## src/rtl/core/pgc_pkg.sv

```systemverilog
`default_nettype none
// ----------------------------------------------------------------------------
// pgc_pkg: shared types and constants for the polygon gate crossing test
// Coordinate, difference and product types, the opcode enum and the item
// record that travels down the cell chain.
// ----------------------------------------------------------------------------
package pgc_pkg;

	localparam int COORD_BITS       = 32;
	localparam int DIFF_BITS        = COORD_BITS + 1;
	localparam int PROD_BITS        = 2 * DIFF_BITS;
	localparam int SLOT_BITS        = 4;
	localparam int CNT_CFG_BITS     = 5;
	localparam int MAX_VERTICES_DEF = 16;
	localparam int COUNT_RESET      = 3;

	typedef logic signed [COORD_BITS-1:0] coord_t;
	typedef logic signed [DIFF_BITS-1:0]  diff_t;
	typedef logic signed [PROD_BITS-1:0]  prod_t;

	typedef enum logic {
		OP_LOAD     = 1'b0,
		OP_CLASSIFY = 1'b1
	} opcode_t;

	// one item in flight; vertex fields are picked up along the chain
	typedef struct packed {
		opcode_t              op;
		logic [SLOT_BITS-1:0] slot;
		coord_t               px;
		coord_t               py;
		logic                 mark;
		logic                 parity;
		coord_t               prev_x;
		coord_t               prev_y;
		coord_t               first_x;
		coord_t               first_y;
		coord_t               last_x;
		coord_t               last_y;
	} item_t;

	// control into an edge test unit
	typedef struct packed {
		logic adv;
		logic test_en;
	} edge_ctl_t;

endpackage
`default_nettype wire

```

## src/rtl/core/pgc_edge.sv

```systemverilog
`default_nettype none
// ----------------------------------------------------------------------------
// pgc_edge: crossing test of one polygon edge against one point
// Stage 1 forms differences and span checks, stage 2 the two cross
// products; the exact compare leaves as a combinational hit.
// ----------------------------------------------------------------------------
module pgc_edge import pgc_pkg::*; (
	input  wire logic      clk,
	input  wire logic      arst_n,
	input  wire edge_ctl_t ctl,
	input  wire coord_t    x1,
	input  wire coord_t    y1,
	input  wire coord_t    x2,
	input  wire coord_t    y2,
	input  wire coord_t    px,
	input  wire coord_t    py,
	output logic           hit
);

	diff_t dx, dy, da, dc;
	logic  cond;

	logic  pre_s1, pre_s2;
	logic  vert_s1, vert_s2;
	diff_t m0a_s1, m0b_s1, m1a_s1, m1b_s1;
	prod_t p0_s2, p1_s2;

	always_comb begin
		dx = diff_t'(x2) - diff_t'(x1);
		dy = diff_t'(y2) - diff_t'(y1);
		da = diff_t'(px) - diff_t'(x1);
		dc = diff_t'(py) - diff_t'(y1);
		// half-open y span, x at most the larger end, not horizontal
		cond = ((py > y1) || (py > y2)) && ((py <= y1) || (py <= y2)) &&
			((px <= x1) || (px <= x2)) && (dy != diff_t'(0));
	end

	always_ff @(posedge clk or negedge arst_n) begin
		if (!arst_n) begin
			pre_s1 <= 1'b0;
			pre_s2 <= 1'b0;
		end else if (ctl.adv) begin
			pre_s1 <= ctl.test_en && cond;
			pre_s2 <= pre_s1;
		end
	end

	// compare order flips with the sign of dy so no division is needed
	always_ff @(posedge clk) begin
		if (ctl.adv) begin
			vert_s1 <= (dx == diff_t'(0));
			if (dy > diff_t'(0)) begin
				m0a_s1 <= da;
				m0b_s1 <= dy;
				m1a_s1 <= dc;
				m1b_s1 <= dx;
			end else begin
				m0a_s1 <= dc;
				m0b_s1 <= dx;
				m1a_s1 <= da;
				m1b_s1 <= dy;
			end
			vert_s2 <= vert_s1;
			p0_s2   <= m0a_s1 * m0b_s1;
			p1_s2   <= m1a_s1 * m1b_s1;
		end
	end

	assign hit = pre_s2 && (vert_s2 || (p0_s2 <= p1_s2));

endmodule
`default_nettype wire

```

## src/rtl/core/pgc_cell.sv

```systemverilog
`default_nettype none
// ----------------------------------------------------------------------------
// pgc_cell: one vertex cell of the chain
// Holds one vertex, tests the edge from the previous vertex to its own,
// and hands the item on after three stages with its vertex attached.
// ----------------------------------------------------------------------------
module pgc_cell import pgc_pkg::*; #(
	parameter int CELL_INDEX = 0,
	parameter int CNT_W      = 5
) (
	input  wire logic             clk,
	input  wire logic             arst_n,
	input  wire logic             adv,
	input  wire logic [CNT_W-1:0] n_used,
	input  wire logic             in_v,
	input  wire item_t            in_it,
	output logic                  out_v,
	output item_t                 out_it
);

	localparam logic [CNT_W-1:0] MY_IDX  = CNT_W'(CELL_INDEX);
	localparam logic [CNT_W-1:0] MY_NEXT = CNT_W'(CELL_INDEX + 1);

	coord_t    own_x_q, own_y_q;
	logic      wr_hit;
	item_t     nxt, fin;
	edge_ctl_t ctl;
	logic      hit;

	logic      v_s1, v_s2, out_v_q;
	item_t     it_s1, it_s2, out_q;

	assign wr_hit = (int'(in_it.slot) == CELL_INDEX);

	// cell 0 has no edge of its own; the closing edge is tested after the chain
	assign ctl.adv     = adv;
	assign ctl.test_en = in_v && (in_it.op == OP_CLASSIFY) && (CELL_INDEX != 0) &&
		(MY_IDX < n_used);

	pgc_edge u_edge (
		.clk    (clk),
		.arst_n (arst_n),
		.ctl    (ctl),
		.x1     (in_it.prev_x),
		.y1     (in_it.prev_y),
		.x2     (own_x_q),
		.y2     (own_y_q),
		.px     (in_it.px),
		.py     (in_it.py),
		.hit    (hit)
	);

	always_comb begin
		nxt        = in_it;
		nxt.prev_x = own_x_q;
		nxt.prev_y = own_y_q;
		if (CELL_INDEX == 0) begin
			nxt.first_x = own_x_q;
			nxt.first_y = own_y_q;
		end
		if (MY_NEXT == n_used) begin
			nxt.last_x = own_x_q;
			nxt.last_y = own_y_q;
		end
	end

	always_comb begin
		fin        = it_s2;
		fin.parity = it_s2.parity ^ hit;
	end

	always_ff @(posedge clk) begin
		if (adv && in_v && (in_it.op == OP_LOAD) && wr_hit) begin
			own_x_q <= in_it.px;
			own_y_q <= in_it.py;
		end
	end

	always_ff @(posedge clk or negedge arst_n) begin
		if (!arst_n) begin
			v_s1    <= 1'b0;
			v_s2    <= 1'b0;
			out_v_q <= 1'b0;
		end else if (adv) begin
			v_s1    <= in_v;
			v_s2    <= v_s1;
			out_v_q <= v_s2;
		end
	end

	always_ff @(posedge clk) begin
		if (adv) begin
			it_s1 <= nxt;
			it_s2 <= it_s1;
			out_q <= fin;
		end
	end

	assign out_v  = out_v_q;
	assign out_it = out_q;

endmodule
`default_nettype wire

```

## config.mk

```make
export PLATFORM = sky130hd
export DESIGN_NAME = pgc_cell
export DESIGN_NICKNAME = d
export VERILOG_FILES = /design/src/rtl/core/pgc_pkg.sv /design/src/rtl/core/pgc_edge.sv /design/src/rtl/core/pgc_cell.sv
export SDC_FILE = /design/constraint.sdc
export NUM_CORES = 1
export LEC_CHECK = 0
export ABC_AREA = 1
export BUFFER_PORTS_ARGS = -buffer_cell sky130_fd_sc_hd__buf_2
export CELL_PAD_IN_SITES_DETAIL_PLACEMENT = 1
export CELL_PAD_IN_SITES_GLOBAL_PLACEMENT = 2
export CORE_AREA = 2 2 252 254
export DETAILED_ROUTE_END_ITERATION = 12
export DIE_AREA = 0 0 254 256
export PLACE_DENSITY = 0.78
export SLEW_MARGIN = 20
export SYNTH_ARGS = -nofsm -noshare
export SYNTH_HDL_FRONTEND = slang
export SYNTH_SLANG_ARGS = --single-unit
export TNS_END_PERCENT = 50
```

## constraint.sdc

```tcl
create_clock -name clk -period 0.8 [get_ports clk]
set_input_delay 0.04 -clock clk [delete_from_list [all_inputs] [get_ports clk]]
set_output_delay 0.04 -clock clk [all_outputs]
set_load 0.1 [all_outputs]
```

==> results.md <==
Setup path:
- STA puts the critical path data required time at 0.76 ns.
- STA classifies the critical path endpoint as an output pin.
- The setup slack of the most critical reg-to-reg path is -0.09 ns.
- For this design, the slowest cell found on the critical path is sky130_fd_sc_hd__edfxtp_1.
- The signal on the critical path passes through buf_12.
- Counting both buffers and inverters, the worst setup path holds a total of 1.
- STA puts the critical path data arrival time at approximately 1.4 ns.
- The maximum cell stage delay along the critical path is 0.53 ns.
- The critical path is of the flop to output pin type.
- The sort of element at the start of the critical path is a flop.
- Along the worst path, the maximum fanout reaches 2.
- The largest delay contributor family on the critical path is flip-flops.

Global routing:
- The first global-routing pass estimated 85600 microns of wire.
- After global routing the overflow that remains totals 0.
- The maximum number of pins on one net before global-route repair is 45.
- In the global route stage, overall resource usage came out at 0.184.
- The initial antenna violation count is 8.
- The via count of the first global-routing pass is 12500.

STA:
- At the pin with the least slew margin, the transition time is 0.432 ns.
- Clock skew on the completed layout was measured at 0.0263 ns.
- Setup repair after global routing could not meet its margin everywhere.
- The number of max-slew violations in the final report is 0.
- Static timing analysis puts the maximum clock frequency at 710 MHz.
- The setup TNS after final layout is -133.13 ns.
- The hold violation count in the final report is 0.
- Of the available clock period, the critical path in the final layout requires 1.76.
- Setup violations remaining at the end of the flow were counted as 306.
- Across all setup checks in the final design, the least slack found is -0.608 ns.
- The relative slew slack is 0.712.
- Subtracting the final worst setup slack from the clock period gives between 1 and 1.5 ns.

Drt:
- After detailed routing, the total wire length is 59700 microns.
- The met2 routed wirelength is 32800 microns.
- The first-pass iteration count of the detailed router is 4.
- Detailed routing placed a total of 3780 microns of wire on met3.
- The DRC marker count from the first detailed-route iteration is 568.
- Across all layers, the routed design uses around 11000 vias.
- The detail route stage leaves a number of antenna-violating nets equal to 0.
- The wire length per cell after detailed routing is 24.2 microns.
- The highest routing layer actually used is met5.
- The detailed-route wire length on metal 1 is 21000 microns.
- The remaining design rule violation count is 0.
- The via-per-instance ratio is 4.46.

Placement:
- Prior to clock tree synthesis, the placed netlist has a worst setup slack of -0.436 ns.
- In this run, placement finished with an instance count of 2203.
- The HPWL after detailed placement is 39200 microns.
- The cell area after placement is 29000 sq um.
- Buffers placed on the I/O ports in this run total 407.
- The congestion estimate from routability-driven global placement came to 0.762.

Clock network:
- The worst-case clock buffer depth is 3.
- The insertion delay to the later sink of the worst-skew pair is 0.61 ns.
- The total number of H-tree levels is 3.
- Post-CTS timing repair inserted 0 buffers for setup.
- Buffers inserted during clock tree synthesis total 69.
- The clock root buffer is sky130_fd_sc_hd__clkbuf_16.
- The clock drives 664 sinks.
- The clock transition at the registers of the reported paths is 0.06 ns.
- TritonCTS built the clock tree.

Min path:
- The classification of the worst-slack hold path is input port to flop.

Yosys:
- The cell taking the most area after synthesis is sky130_fd_sc_hd__edfxtp_1.
- The leading cell type by number of instances after synthesis is sky130_fd_sc_hd__edfxtp_1.
- The share of the Yosys chip area taken by registers is 0.921.
- The async set or reset register ratio after synthesis is 0.00452.
- The number of enable-type register cells in the synthesized netlist is 661.
- The netlist area before placement is about 22000 sq um.
- In the post-synthesis netlist, the biggest area contributors are sky130_fd_sc_hd__edfxtp_1 (92%), sky130_fd_sc_hd__nand2_1 (2.3%), sky130_fd_sc_hd__buf_4 (2.2%), sky130_fd_sc_hd__nand4_1 (1.9%), sky130_fd_sc_hd__buf_6 (0.99%).
- The area share of the largest cell type after synthesis is 0.917.
- Averaged over all synthesized cells, the footprint is 22.5 sq um.
- The primary flip-flop cell chosen by synthesis mapping is sky130_fd_sc_hd__edfxtp_1.
- The number of nets handed over by synthesis was 1233.
- Counting instances in the post-synthesis netlist gives the leading cell types as sky130_fd_sc_hd__edfxtp_1 (661), sky130_fd_sc_hd__nand2_1 (130), sky130_fd_sc_hd__buf_4 (64), sky130_fd_sc_hd__nand4_1 (64), sky130_fd_sc_hd__buf_6 (19).
- The synthesized netlist contains 17 unique library cells.
- The gate count of the mapped netlist is 961.
- The number of warning messages in the yosys log is 0.
- The number of synthesized register bits is 664.

Cells and area:
- The final layout contains 1839 nets.
- After filler insertion, the fill cell instance count of the layout stands at 5611.
- The number of cells in the finished layout apart from fillers is 2469.
- The final cell area excluding filler cells is between 30000 and 40000 sq um.
- The layout overhead on the synthesized area is 50.5%.
- In the final layout, the share of cells above drive strength 1 is 0.364.
- The core utilization of the finished layout is 0.522.

Floorplan:
- 536 I/O pins were placed.
- The area of the die is around 65000 sq um.
- In this run the vertical extent of the chip is roughly 260 microns.
- The floorplan step set the die width to 254 microns.
- The core region is 62400 sq um.
- The initial cell density of the core is 0.347.
- Row generation in the floorplan step produced between 90 and 100 rows.

Power and ir drop:
- VDD sags by at most between 0.002 and 0.0025 V.
- The static leakage is 12.2 nW.
- In this run the power density over the cells is around 2600 nW/um^2.

Flow run:
- The max-cap violation count is 0.

Run status:
- The checks that failed: setup timing.
- The run finished, with violations left.
cell type report:
| class | instances | area (sq um) | share of cell area |
|---|---|---|---|
| diodes | 5 | 12.5 | 0.000384 |
| clock buffers | 92 | 1830 | 0.0563 |
| clock inverters | 30 | 363 | 0.0111 |
| inverters | 3 | 12.5 | 0.000384 |
| multi-input cells | 205 | 1010 | 0.0312 |
| flip-flops and latches | 664 | 19900 | 0.612 |
| well taps | 846 | 1060 | 0.0325 |
| repair buffers | 624 | 8340 | 0.256 |
sequential cells by signal, summed over array words and instances, names as in the netlist, 32 cells and up:
name / flops
out_it: 199
own_y_q: 32
it_s1: 199
own_x_q: 32
fin: 198
path summary, 6_finish.rpt:
path,start,to,cells after the start
min,adv,it_s1[93],3
min reg2reg,fin[69],out_it[69],0
min in group asynchronous,arst_n,v_s1,3
max in group asynchronous,arst_n,out_v,3
max,out_it[86],out_it[150],1
max reg2reg,own_y_q[1],it_s1[1],2
kinds of logic (layout without fill, tap and decap cells):
| group | count (synthesis) | in the layout | share of synthesized area |
|---|---|---|---|
| AND/OR/NAND/NOR | 202 | 202 | 0.0441 |
| multiplexers | 1 | 1 | 0.000520 |
| buffers and inverters | 92 | 749 | 0.0340 |
| other | 0 | 5 | 0 |
| flip-flops | 664 | 664 | 0.921 |
| AO/OA/AOI/OAI | 2 | 2 | 0.000462 |
routing by layer:
metal,GRT usage,up-vias
li1,-,4892
met3,0.0486,116
met1,0.193,5623
met2,0.343,367
met4,0.0786,6
met5,0,-
report_power, final:
| group | total [mW] | switching, mW | internal [mW] |
|---|---|---|---|
| Sequential | 41.5 | 1.10 | 40.4 |
| Combinational | 10.9 | 7.11 | 3.77 |
| Clock | 31.7 | 13.5 | 18.2 |
stage by stage:
step	hold slack [ns]	power [mW]
finish	0.0528	84.0
global placement	-0.164	52.0
global route	0.0543	86.4
detailed placement	-0.159	52.4
floorplan	-0.256	47.7
CTS	0.0393	84.5
cell usage in the layout (no fill, tap or decap), drive strengths merged:
| cell | Yosys | final |
|---|---|---|
| nor3 | 1 | 1 |
| nand4 | 64 | 64 |
| nand2 | 130 | 130 |
| bufinv | 0 | 6 |
| clkbuf | 0 | 93 |
| clkinvlp | 0 | 1 |
| diode | 0 | 5 |
| nand3 | 1 | 1 |
| dlygate4sd3 | 0 | 138 |
| clkinv | 0 | 20 |
| nor2 | 6 | 6 |
| buf | 89 | 485 |
| mux2 | 1 | 1 |
| inv | 3 | 6 |
| o21ai | 1 | 1 |
| dfrtp | 3 | 3 |
| edfxtp | 661 | 661 |
| a21oi | 1 | 1 |
what timing repair did:
| action | in CTS | in global routing |
|---|---|---|
| resized for setup | 1 | 5 |
| hold buffers | 139 | 0 |
| hold endpoints to repair | 214 | 0 |
| endpoints found under the setup margin | 326 | 415 |
| pin swaps | 94 | 36 |
Power figures use the tool's default switching activity.
